`config.mk`:
```
export PLATFORM = sky130hd
export DESIGN_NAME = torus_rank_node_reorder
export DESIGN_NICKNAME = d
export VERILOG_FILES = /design/src/rtl/trnr_pkg.sv /design/src/rtl/trnr_div.sv /design/src/rtl/torus_rank_node_reorder.sv
export SDC_FILE = /design/constraint.sdc
export NUM_CORES = 2
export LEC_CHECK = 0
export BUFFER_PORTS_ARGS = -buffer_cell sky130_fd_sc_hd__buf_2
export CORE_MARGIN = 10
export CORE_UTILIZATION = 71
export DETAILED_ROUTE_END_ITERATION = 16
export PLACE_DENSITY = 0.86
export SLEW_MARGIN = 30
export SYNTH_ARGS = -nofsm -noshare
export SYNTH_HDL_FRONTEND = slang
export SYNTH_HIERARCHICAL = 1
export SYNTH_SLANG_ARGS = --single-unit
```
`constraint.sdc`:
```
create_clock -name clk -period 20.2 [get_ports clk]
set_input_delay 6.06 -clock clk [delete_from_list [all_inputs] [get_ports clk]]
set_output_delay 6.06 -clock clk [all_outputs]
set_load 0.02 [all_outputs]
```
`src/rtl/trnr_pkg.sv`:
```
// Shared types and constants for the torus rank node reorder block.
package trnr_pkg;

    localparam int RANK_W    = 20;
    localparam int BYTE_W    = 8;
    localparam int CFG_W     = 64;
    localparam int DU_W      = 4;
    localparam int CFG_IDX_W = 2;

    localparam logic [CFG_IDX_W-1:0] REG_DIMS_USED          = 2'd0;
    localparam logic [CFG_IDX_W-1:0] REG_DIM_LENGTHS        = 2'd1;
    localparam logic [CFG_IDX_W-1:0] REG_NODE_LOCAL_LENGTHS = 2'd2;

    localparam logic CMD_FORWARD = 1'b0;
    localparam logic CMD_INVERSE = 1'b1;

    localparam logic [DU_W-1:0]   RST_DIMS_USED = 4'd1;
    localparam logic [CFG_W-1:0]  RST_LENGTHS   = 64'h0101_0101_0101_0101;
    localparam logic [RANK_W-1:0] STRIDE_SAT    = 20'hFFFFF;

    typedef struct packed {
        logic              command;
        logic [RANK_W-1:0] rank_in;
    } req_t;

    typedef struct packed {
        logic [RANK_W-1:0] rank_out;
        logic              config_error;
    } rsp_t;

    typedef struct packed {
        logic start;
        logic short_op;
    } div_ctl_t;

endpackage

```
`src/rtl/trnr_div.sv`:
```
// Iterative restoring divider, one quotient bit per cycle.
module trnr_div #(
    parameter int DIVW     = 21,
    parameter int LEN_BITS = 8
) (
    input  logic                           clk,
    input  logic                           rst_n,
    input  trnr_pkg::div_ctl_t             ctl,
    input  logic [trnr_pkg::RANK_W-1:0]    dividend,
    input  logic [DIVW-1:0]                divisor,
    output logic                           done,
    output logic [trnr_pkg::RANK_W-1:0]    quotient,
    output logic [DIVW-1:0]                remainder
);

    localparam int RW    = trnr_pkg::RANK_W;
    localparam int CNT_W = $clog2(RW + 1);

    logic             busy_reg;
    logic             done_reg;
    logic [CNT_W-1:0] cnt_reg;
    logic [DIVW-1:0]  rem_reg;
    logic [RW-1:0]    dvd_reg;
    logic [DIVW-1:0]  dsr_reg;

    logic [DIVW:0]    trial;
    logic [DIVW:0]    diff;
    logic             ge;
    logic [DIVW-1:0]  rem_step;

    // Short operations carry a value of at most LEN_BITS bits, aligned to the top.
    always_comb
    begin
        trial    = {rem_reg, dvd_reg[RW-1]};
        diff     = trial - {1'b0, dsr_reg};
        ge       = (trial >= {1'b0, dsr_reg});
        rem_step = ge ? diff[DIVW-1:0] : trial[DIVW-1:0];
    end

    always_ff @(posedge clk or negedge rst_n)
    begin
        if (!rst_n)
        begin
            busy_reg <= 1'b0;
            done_reg <= 1'b0;
            cnt_reg  <= '0;
        end
        else if (ctl.start)
        begin
            busy_reg <= 1'b1;
            done_reg <= 1'b0;
            cnt_reg  <= ctl.short_op ? CNT_W'(LEN_BITS) : CNT_W'(RW);
        end
        else if (busy_reg)
        begin
            cnt_reg <= cnt_reg - CNT_W'(1);
            if (cnt_reg == CNT_W'(1))
            begin
                busy_reg <= 1'b0;
                done_reg <= 1'b1;
            end
        end
        else
        begin
            done_reg <= 1'b0;
        end
    end

    always_ff @(posedge clk)
    begin
        if (ctl.start)
        begin
            rem_reg <= '0;
            dvd_reg <= ctl.short_op ? (dividend << (RW - LEN_BITS)) : dividend;
            dsr_reg <= divisor;
        end
        else if (busy_reg)
        begin
            rem_reg <= rem_step;
            dvd_reg <= {dvd_reg[RW-2:0], ge};
        end
    end

    assign done      = done_reg;
    assign quotient  = dvd_reg;
    assign remainder = rem_reg;

endmodule

```
`src/rtl/torus_rank_node_reorder.sv`:
```
// Top level of the torus rank node reorder block: registers, sequencer and result stage.
//
// This block remaps a 20-bit process rank between node-major order (command 0) and
// torus order (command 1) for a torus of up to MAX_DIMS dimensions, each dimension
// length split into an on-node factor and a node-count factor. It accepts one request
// at a time and raises config_error, with rank_out zero, when a factor is zero or does
// not divide its length, when the product of the lengths exceeds 2^RANK_BITS, or when
// the rank is out of range. All divisions run on one shared restoring divider that
// retires one quotient bit per cycle, and that divider sets the pace of a request;
// a flagged request ends early. The validation pass runs once per request, and
// dimension strides are rebuilt on the fly from the lengths. A finished result sits
// in an output register, so the next request is taken while it waits to be collected.
// Registers are written through a plain write port and must only be written while the
// block is idle; a write to an unknown index is ignored.
module torus_rank_node_reorder #(
    parameter int MAX_DIMS  = 8,
    parameter int LEN_BITS  = 8,
    parameter int RANK_BITS = 20
) (
    input  logic                                clk,
    input  logic                                rst_n,
    input  logic                                req_valid,
    output logic                                req_stall,
    input  trnr_pkg::req_t                      req_data,
    output logic                                rsp_valid,
    input  logic                                rsp_stall,
    output trnr_pkg::rsp_t                      rsp_data,
    input  logic                                cfg_we,
    input  logic [trnr_pkg::CFG_IDX_W-1:0]      cfg_index,
    input  logic [trnr_pkg::CFG_W-1:0]          cfg_data
);

    localparam int RW    = trnr_pkg::RANK_W;
    localparam int DIM_W = (MAX_DIMS > 1) ? $clog2(MAX_DIMS) : 1;
    // Products of lengths run up to 2^RANK_BITS, so they need one bit more.
    localparam int PRW   = RANK_BITS + 1;
    localparam int DIVW  = (PRW > LEN_BITS) ? PRW : LEN_BITS;
    localparam int MW    = PRW + LEN_BITS;
    localparam int CMPW  = (PRW > RW) ? PRW : RW;
    localparam int SMW   = RW + LEN_BITS;

    typedef enum logic [4:0] {
        S_IDLE,
        S_CHK,
        S_CHK_WAIT,
        S_RANGE,
        S_F_SPLIT,
        S_F_NODE_GO,
        S_F_NODE,
        S_F_LOC_GO,
        S_F_LOC,
        S_F_DIG,
        S_F_ACC,
        S_I_L_GO,
        S_I_L,
        S_I_P_GO,
        S_I_P,
        S_I_ACC,
        S_I_FIN,
        S_OUT
    } state_t;

    // Configuration registers.
    logic [trnr_pkg::DU_W-1:0]  dims_used_reg;
    logic [trnr_pkg::CFG_W-1:0] dim_lengths_reg;
    logic [trnr_pkg::CFG_W-1:0] node_local_lengths_reg;

    // Sequencer and result stage.
    state_t          state_reg,     state_next;
    logic            rsp_valid_reg, rsp_valid_next;
    trnr_pkg::rsp_t  rsp_data_reg,  rsp_data_next;

    // Working registers.
    logic                cmd_reg,    cmd_next;
    logic                err_reg,    err_next;
    logic [DIM_W-1:0]    dim_reg,    dim_next;
    logic [RW-1:0]       rank_reg,   rank_next;
    logic [PRW-1:0]      prod_reg,   prod_next;
    logic [PRW-1:0]      nl_reg,     nl_next;
    logic [RW-1:0]       node_reg,   node_next;
    logic [RW-1:0]       loc_reg,    loc_next;
    logic [RW-1:0]       acc_reg,    acc_next;
    logic [RW-1:0]       nacc_reg,   nacc_next;
    logic [RW-1:0]       wl_reg,     wl_next;
    logic [RW-1:0]       wn_reg,     wn_next;
    logic [RW-1:0]       stride_reg, stride_next;
    logic [LEN_BITS-1:0] hi_reg,     hi_next;
    logic [LEN_BITS-1:0] lo_reg,     lo_next;
    logic [LEN_BITS-1:0] digit_reg,  digit_next;
    logic [LEN_BITS-1:0] q_reg [MAX_DIMS];
    logic                q_we;

    // Per-dimension factors of the dimension under work.
    logic [LEN_BITS-1:0] len_arr [MAX_DIMS];
    logic [LEN_BITS-1:0] fac_arr [MAX_DIMS];
    logic [LEN_BITS-1:0] len_cur;
    logic [LEN_BITS-1:0] fac_cur;
    logic [LEN_BITS-1:0] q_cur;
    logic [DIM_W-1:0]    last_dim;

    logic [MW-1:0]       prod_mul;
    logic [MW-1:0]       nl_mul;
    logic [MW-1:0]       limit;
    logic [SMW-1:0]      stride_mul;
    logic [2*LEN_BITS-1:0] digit_mul;

    // Shared divider.
    trnr_pkg::div_ctl_t  div_ctl;
    logic [RW-1:0]       div_dividend;
    logic [DIVW-1:0]     div_divisor;
    logic                div_done;
    logic [RW-1:0]       div_quo;
    logic [DIVW-1:0]     div_rem;

    trnr_div #(
        .DIVW     (DIVW),
        .LEN_BITS (LEN_BITS)
    ) u_div (
        .clk       (clk),
        .rst_n     (rst_n),
        .ctl       (div_ctl),
        .dividend  (div_dividend),
        .divisor   (div_divisor),
        .done      (div_done),
        .quotient  (div_quo),
        .remainder (div_rem)
    );

    // Byte i of each length register holds dimension i; only its low LEN_BITS count.
    always_comb
    begin
        for (int i = 0; i < MAX_DIMS; i++)
        begin
            len_arr[i] = dim_lengths_reg[trnr_pkg::BYTE_W*i +: LEN_BITS];
            fac_arr[i] = node_local_lengths_reg[trnr_pkg::BYTE_W*i +: LEN_BITS];
        end
    end

    assign len_cur = len_arr[dim_reg];
    assign fac_cur = fac_arr[dim_reg];
    assign q_cur   = q_reg[dim_reg];

    // A dimension count of zero acts as one, and one above MAX_DIMS acts as MAX_DIMS.
    always_comb
    begin
        if (dims_used_reg == '0)
        begin
            last_dim = '0;
        end
        else if (dims_used_reg > trnr_pkg::DU_W'(MAX_DIMS))
        begin
            last_dim = DIM_W'(MAX_DIMS - 1);
        end
        else
        begin
            last_dim = DIM_W'(dims_used_reg - trnr_pkg::DU_W'(1));
        end
    end

    assign prod_mul   = MW'(prod_reg) * MW'(len_cur);
    assign nl_mul     = MW'(nl_reg) * MW'(fac_cur);
    assign limit      = MW'(1) << RANK_BITS;
    assign stride_mul = SMW'(stride_reg) * SMW'(len_cur);
    assign digit_mul  = (2*LEN_BITS)'(hi_reg) * (2*LEN_BITS)'(fac_cur);

    assign req_stall = (state_reg != S_IDLE);
    assign rsp_valid = rsp_valid_reg;
    assign rsp_data  = rsp_data_reg;

    // Sequencer: validation pass, then the forward or the inverse digit loop.
    always_comb
    begin
        state_next     = state_reg;
        rsp_valid_next = rsp_valid_reg;
        rsp_data_next  = rsp_data_reg;
        cmd_next       = cmd_reg;
        err_next       = err_reg;
        dim_next       = dim_reg;
        rank_next      = rank_reg;
        prod_next      = prod_reg;
        nl_next        = nl_reg;
        node_next      = node_reg;
        loc_next       = loc_reg;
        acc_next       = acc_reg;
        nacc_next      = nacc_reg;
        wl_next        = wl_reg;
        wn_next        = wn_reg;
        stride_next    = stride_reg;
        hi_next        = hi_reg;
        lo_next        = lo_reg;
        digit_next     = digit_reg;
        q_we           = 1'b0;
        div_ctl        = '0;
        div_dividend   = '0;
        div_divisor    = '0;

        if (rsp_valid_reg && !rsp_stall)
        begin
            rsp_valid_next = 1'b0;
        end

        case (state_reg)
            S_IDLE:
            begin
                if (req_valid)
                begin
                    cmd_next   = req_data.command;
                    rank_next  = req_data.rank_in;
                    err_next   = 1'b0;
                    dim_next   = '0;
                    prod_next  = PRW'(1);
                    nl_next    = PRW'(1);
                    state_next = S_CHK;
                end
            end

            S_CHK:
            begin
                if (len_cur == '0 || fac_cur == '0)
                begin
                    err_next   = 1'b1;
                    state_next = S_OUT;
                end
                else
                begin
                    div_ctl.start    = 1'b1;
                    div_ctl.short_op = 1'b1;
                    div_dividend     = RW'(len_cur);
                    div_divisor      = DIVW'(fac_cur);
                    state_next       = S_CHK_WAIT;
                end
            end

            S_CHK_WAIT:
            begin
                if (div_done)
                begin
                    q_we      = 1'b1;
                    prod_next = PRW'(prod_mul);
                    nl_next   = PRW'(nl_mul);
                    if (div_rem != '0 || prod_mul > limit)
                    begin
                        err_next   = 1'b1;
                        state_next = S_OUT;
                    end
                    else if (dim_reg == last_dim)
                    begin
                        state_next = S_RANGE;
                    end
                    else
                    begin
                        dim_next   = dim_reg + DIM_W'(1);
                        state_next = S_CHK;
                    end
                end
            end

            S_RANGE:
            begin
                dim_next    = '0;
                acc_next    = '0;
                nacc_next   = '0;
                stride_next = RW'(1);
                wl_next     = RW'(1);
                wn_next     = RW'(1);
                if (CMPW'(rank_reg) >= CMPW'(prod_reg))
                begin
                    err_next   = 1'b1;
                    state_next = S_OUT;
                end
                else if (cmd_reg == trnr_pkg::CMD_FORWARD)
                begin
                    // Split into the node part and the on-node part.
                    div_ctl.start = 1'b1;
                    div_dividend  = rank_reg;
                    div_divisor   = DIVW'(nl_reg);
                    state_next    = S_F_SPLIT;
                end
                else
                begin
                    state_next = S_I_L_GO;
                end
            end

            S_F_SPLIT:
            begin
                if (div_done)
                begin
                    node_next  = div_quo;
                    loc_next   = RW'(div_rem);
                    state_next = S_F_NODE_GO;
                end
            end

            S_F_NODE_GO:
            begin
                div_ctl.start = 1'b1;
                div_dividend  = node_reg;
                div_divisor   = DIVW'(q_cur);
                state_next    = S_F_NODE;
            end

            S_F_NODE:
            begin
                if (div_done)
                begin
                    hi_next    = LEN_BITS'(div_rem);
                    node_next  = div_quo;
                    state_next = S_F_LOC_GO;
                end
            end

            S_F_LOC_GO:
            begin
                div_ctl.start = 1'b1;
                div_dividend  = loc_reg;
                div_divisor   = DIVW'(fac_cur);
                state_next    = S_F_LOC;
            end

            S_F_LOC:
            begin
                if (div_done)
                begin
                    lo_next    = LEN_BITS'(div_rem);
                    loc_next   = div_quo;
                    state_next = S_F_DIG;
                end
            end

            S_F_DIG:
            begin
                // The torus digit stays below the dimension length.
                digit_next = LEN_BITS'(digit_mul + (2*LEN_BITS)'(lo_reg));
                state_next = S_F_ACC;
            end

            S_F_ACC:
            begin
                acc_next    = acc_reg + RW'(digit_reg) * stride_reg;
                stride_next = (stride_mul > SMW'(trnr_pkg::STRIDE_SAT)) ?
                              trnr_pkg::STRIDE_SAT : RW'(stride_mul);
                if (dim_reg == last_dim)
                begin
                    state_next = S_OUT;
                end
                else
                begin
                    dim_next   = dim_reg + DIM_W'(1);
                    state_next = S_F_NODE_GO;
                end
            end

            S_I_L_GO:
            begin
                div_ctl.start = 1'b1;
                div_dividend  = rank_reg;
                div_divisor   = DIVW'(len_cur);
                state_next    = S_I_L;
            end

            S_I_L:
            begin
                if (div_done)
                begin
                    rank_next  = div_quo;
                    lo_next    = LEN_BITS'(div_rem);
                    state_next = S_I_P_GO;
                end
            end

            S_I_P_GO:
            begin
                div_ctl.start    = 1'b1;
                div_ctl.short_op = 1'b1;
                div_dividend     = RW'(lo_reg);
                div_divisor      = DIVW'(fac_cur);
                state_next       = S_I_P;
            end

            S_I_P:
            begin
                if (div_done)
                begin
                    hi_next    = LEN_BITS'(div_quo);
                    lo_next    = LEN_BITS'(div_rem);
                    state_next = S_I_ACC;
                end
            end

            S_I_ACC:
            begin
                acc_next  = acc_reg + RW'(lo_reg) * wl_reg;
                nacc_next = nacc_reg + RW'(hi_reg) * wn_reg;
                wl_next   = wl_reg * RW'(fac_cur);
                wn_next   = wn_reg * RW'(q_cur);
                if (dim_reg == last_dim)
                begin
                    state_next = S_I_FIN;
                end
                else
                begin
                    dim_next   = dim_reg + DIM_W'(1);
                    state_next = S_I_L_GO;
                end
            end

            S_I_FIN:
            begin
                // Node part weighted by the full on-node count, then the on-node part.
                acc_next   = acc_reg + wl_reg * nacc_reg;
                state_next = S_OUT;
            end

            S_OUT:
            begin
                if (!rsp_valid_reg || !rsp_stall)
                begin
                    rsp_valid_next              = 1'b1;
                    rsp_data_next.rank_out      = err_reg ? '0 : acc_reg;
                    rsp_data_next.config_error  = err_reg;
                    state_next                  = S_IDLE;
                end
            end

            default:
            begin
                state_next = S_IDLE;
            end
        endcase
    end

    always_ff @(posedge clk or negedge rst_n)
    begin
        if (!rst_n)
        begin
            state_reg     <= S_IDLE;
            rsp_valid_reg <= 1'b0;
            rsp_data_reg  <= '0;
        end
        else
        begin
            state_reg     <= state_next;
            rsp_valid_reg <= rsp_valid_next;
            rsp_data_reg  <= rsp_data_next;
        end
    end

    always_ff @(posedge clk)
    begin
        cmd_reg    <= cmd_next;
        err_reg    <= err_next;
        dim_reg    <= dim_next;
        rank_reg   <= rank_next;
        prod_reg   <= prod_next;
        nl_reg     <= nl_next;
        node_reg   <= node_next;
        loc_reg    <= loc_next;
        acc_reg    <= acc_next;
        nacc_reg   <= nacc_next;
        wl_reg     <= wl_next;
        wn_reg     <= wn_next;
        stride_reg <= stride_next;
        hi_reg     <= hi_next;
        lo_reg     <= lo_next;
        digit_reg  <= digit_next;
        if (q_we)
        begin
            q_reg[dim_reg] <= LEN_BITS'(div_quo);
        end
    end

    always_ff @(posedge clk or negedge rst_n)
    begin
        if (!rst_n)
        begin
            dims_used_reg          <= trnr_pkg::RST_DIMS_USED;
            dim_lengths_reg        <= trnr_pkg::RST_LENGTHS;
            node_local_lengths_reg <= trnr_pkg::RST_LENGTHS;
        end
        else if (cfg_we)
        begin
            case (cfg_index)
                trnr_pkg::REG_DIMS_USED:
                begin
                    dims_used_reg <= cfg_data[trnr_pkg::DU_W-1:0];
                end
                trnr_pkg::REG_DIM_LENGTHS:
                begin
                    dim_lengths_reg <= cfg_data;
                end
                trnr_pkg::REG_NODE_LOCAL_LENGTHS:
                begin
                    node_local_lengths_reg <= cfg_data;
                end
                default:
                begin
                    dims_used_reg <= dims_used_reg;
                end
            endcase
        end
    end

endmodule

```
==> impl_summary.txt <==
----------------------------------------------------
[Timing]
  Post-route setup TNS ... 0 ns
  RSZ-0062 raised after global routing ... no
  Portion of the clock cycle consumed by the worst path in the final layout ... 0.442
  Relative slew margins ... 0.301
  Final clock skew ... 0.0400 ns
  Transition at the pin with the smallest max-transition slack ... roughly 1.0 ns
  Hold Vio Cnt, Final ... 0
  Slew Viols, Final ... 0
  Time the final worst path needs with I/O delays and setup ... between 8 and 9 ns
  Hold Slack ... between 0.4 and 0.5 ns
  Final setup vio count ... 0
  Peak clock frequency supported by timing ... 112 MHz

[Floorplanning]
  Die area ... ~100000 um2
  Starting density of the core ... 0.720
  Die Y ... 323 um
  Placeable core area ... 90400 um2
  Die span in x ... between 300 and 400 um
  Ports placed on the boundary ... between 100 and 150
  Total number of placement rows ... 110

[Synthesis]
  Avg Synthesized Cell Area ... 9.73 um2
  EDFF count, synth ... 336
  Flip-flop and latch count after synthesis ... approximately 530
  Post-synthesis compound-gate area fraction ... 0.0737
  Top cell type by total area after synthesis ... fa_1
  Most common flop cell mapped by yosys ... edfxtp_1
  Number of warnings issued by yosys ... 6
  Multiplexer area fraction after synthesis ... 0.0493
  Most frequently used cell type in the post-synthesis netlist ... inv_1
  Portion of synthesized cell area occupied by the leading cell type ... 0.295
  Commonest cells in the netlist ... inv_1, nand2_1, fa_1, and2_1, ha_1
  Post-synthesis share of cell area spent on full adders, half adders and majority gates ... 0.373
  Parity-gate share of the synthesized area counting xor and xnor cells ... 0.0381
  Largest cells by area after synthesis ... fa_1, edfxtp_1, ha_1
  Simple-gate portion of the synthesized area ... 0.157
  Cell area after synthesis ... about 65000 um2
  Sequential element share of the synthesized area ... 0.227
  Mapped Cells ... roughly 6.7k
  Net count after synthesis ... around 8.1k
  Async set or reset register ratio after synthesis ... 0.316
  Largest family of logic cells by synthesized area ... adder cells
  Count of unique library cells instantiated by Yosys ... ~110

[Global routing]
  Number of antenna violations at the first check in global routing ... 3
  Overflow left after global routing ... 0
  Pin count of the biggest net entering global routing ... 74
  Wire length of the first global-routing pass ... 285 mm
  Tot GR Track Use ... 0.349
  Number of global-route vias before repair ... ~53k

[Setup path]
  Data arrival time of the critical path ... 2.88 ns
  Setup CP Type ... reg2out
  Endpoint type of the worst setup path ... output port
  Maximum fanout count along the critical path ... 20
  Startpoint Class ... flop
  Data required, critical path ... 14.14 ns
  Worst reg2reg path depth ... 26

[Clock network]
  Clock buffer depth ... 3
  H-tree depth reported by CTS ... 2
  Post-CTS resize count ... 0
  Clock tree sinks ... about 530
  Latest clock arrival within the worst-skew pair ... 0.70 ns
  Clock input transition at the sequential cells of the worst setup and hold paths ... 0.06 ns
  Clock tree from TritonCTS ... yes
  Clock Root Buffer ... clkbuf_16
  Number of buffers created by CTS ... 61
  # Post-CTS Setup Buffers ... 0
  Number of buffers added to fix hold violations after cts ... 0

[Finish]
  Combined area of the multi-input logic cells ... ~45000 um2
  Reg area ... 14700 um2
  Diodes inserted ... 0
  Final Cell Area ... 68700 um2
  Proportion of layout cells with a drive suffix above 1 ... 0.0931
  Area added between synthesis and finish ... 5.61%
  Fin nets ... 8060
  Fill cells ... 5746

[Route]
  Total DRC errors in the routed layout ... 0
  Antenna violation net count after detailed routing ... 0
  1st-pass router iterations ... 8
  Routed length per placed instance ... roughly 23 um
  DR vias ... 49.7k
  Via density ... 6.34
  Wirelength, routed ... around 180 mm
  First-iteration detailed-routing DRC count ... 5367

[Place]
  Routability Congestion ... roughly 0.97
  Port Buf Inserts ... 114
  HPWL after DPL ... 129 mm
  Cell Area, Placed ... 66600 um2

[Run status]
  Result of the run ... completed

[Flow run]
  Max-cap violations ... 0

[Hold path]
  Worst hold stages ... 2
  Hold Crit Class ... reg2reg

----------------------------------------------------
[final timing paths]
| check | startpoint | endpoint | slack, ns |
|---|---|---|---|
| max in group asynchronous | rst_n | dim_lengths_reg[35] | 12.85 |
| max | state_reg[2] | req_stall | 11.26 |
| min | rsp_data[4] | rsp_data[4] | 0.48 |
| max reg2reg | dim_reg[0] | stride_reg[1] | 11.70 |
| min reg2reg | rsp_data[4] | rsp_data[4] | 0.48 |
| min in group asynchronous | rst_n | rsp_data[5] | 5.27 |
[cell usage in the layout, fill, tap and decap left out, types with 56 or more instances in the layout]
cell type	synthesis	final
nor3_1	75	71
fa_1	960	960
edfxtp_1	336	336
buf_4	5	82
inv_1	1081	1081
dfrtp_1	149	149
a21oi_1	179	178
nor2_1	230	226
xnor2_1	206	206
nand2_1	986	985
and2_1	423	423
nor2b_1	182	182
o21ai_0	118	117
a21o_1	61	61
mux2_2	195	195
ha_1	401	401
xor2_1	77	77
buf_2	18	113
nand3_1	56	56
clkbuf_16	0	61
[metrics by stage]
step                       util  std cells  setup slack [ns]
after floorplan               -       6686             11.52
after global placement    0.736       7719             12.10
after detailed placement  0.737       7719             11.92
after CTS                 0.760       7835             11.40
after global routing      0.760       7836             11.24
final                     0.760       7836             11.26
[routing by layer]
layer / global-route usage / share of wire / up-vias
met2: 0.567 / 0.47 / 3047
li1: - / - / 21153
met4: 0.213 / 0.070 / 6
met3: 0.0906 / 0.11 / 796
met5: 0 / 0.00018 / -
met1: 0.417 / 0.35 / 24649
[kinds of logic after synthesis]
| group | after synthesis |
|---|---|
| buffers and inverters | 1422 |
| xor gates and xnor gates | 283 |
| adders and majority gates | 1362 |
| muxes | 257 |
| AOI/OAI and AO/OA | 713 |
| and+or+nand+nor | 2123 |
| DFF | 526 |
[critical path, stage by stage, from the launching register on]
cell and delay [ns]:
dfrtp_1 0.63, nor2_1 0.54, nand2_1 0.41, or2_2 0.43, buf_2 0.18
[cell type report]
cell class / instances / share of cell area
clock buffers: 69 / 0.0229
clock inverters: 47 / 0.00765
inverters: 1083 / 0.0591
multi-input cells: 4738 / 0.657
flip-flops and latches: 526 / 0.215
well taps: 1176 / 0.0214
repair buffers: 197 / 0.0175
Power is left out: the tool's default activity adds up to more than one toggle a clock period on the data nets, which glitch-free logic cannot reach.
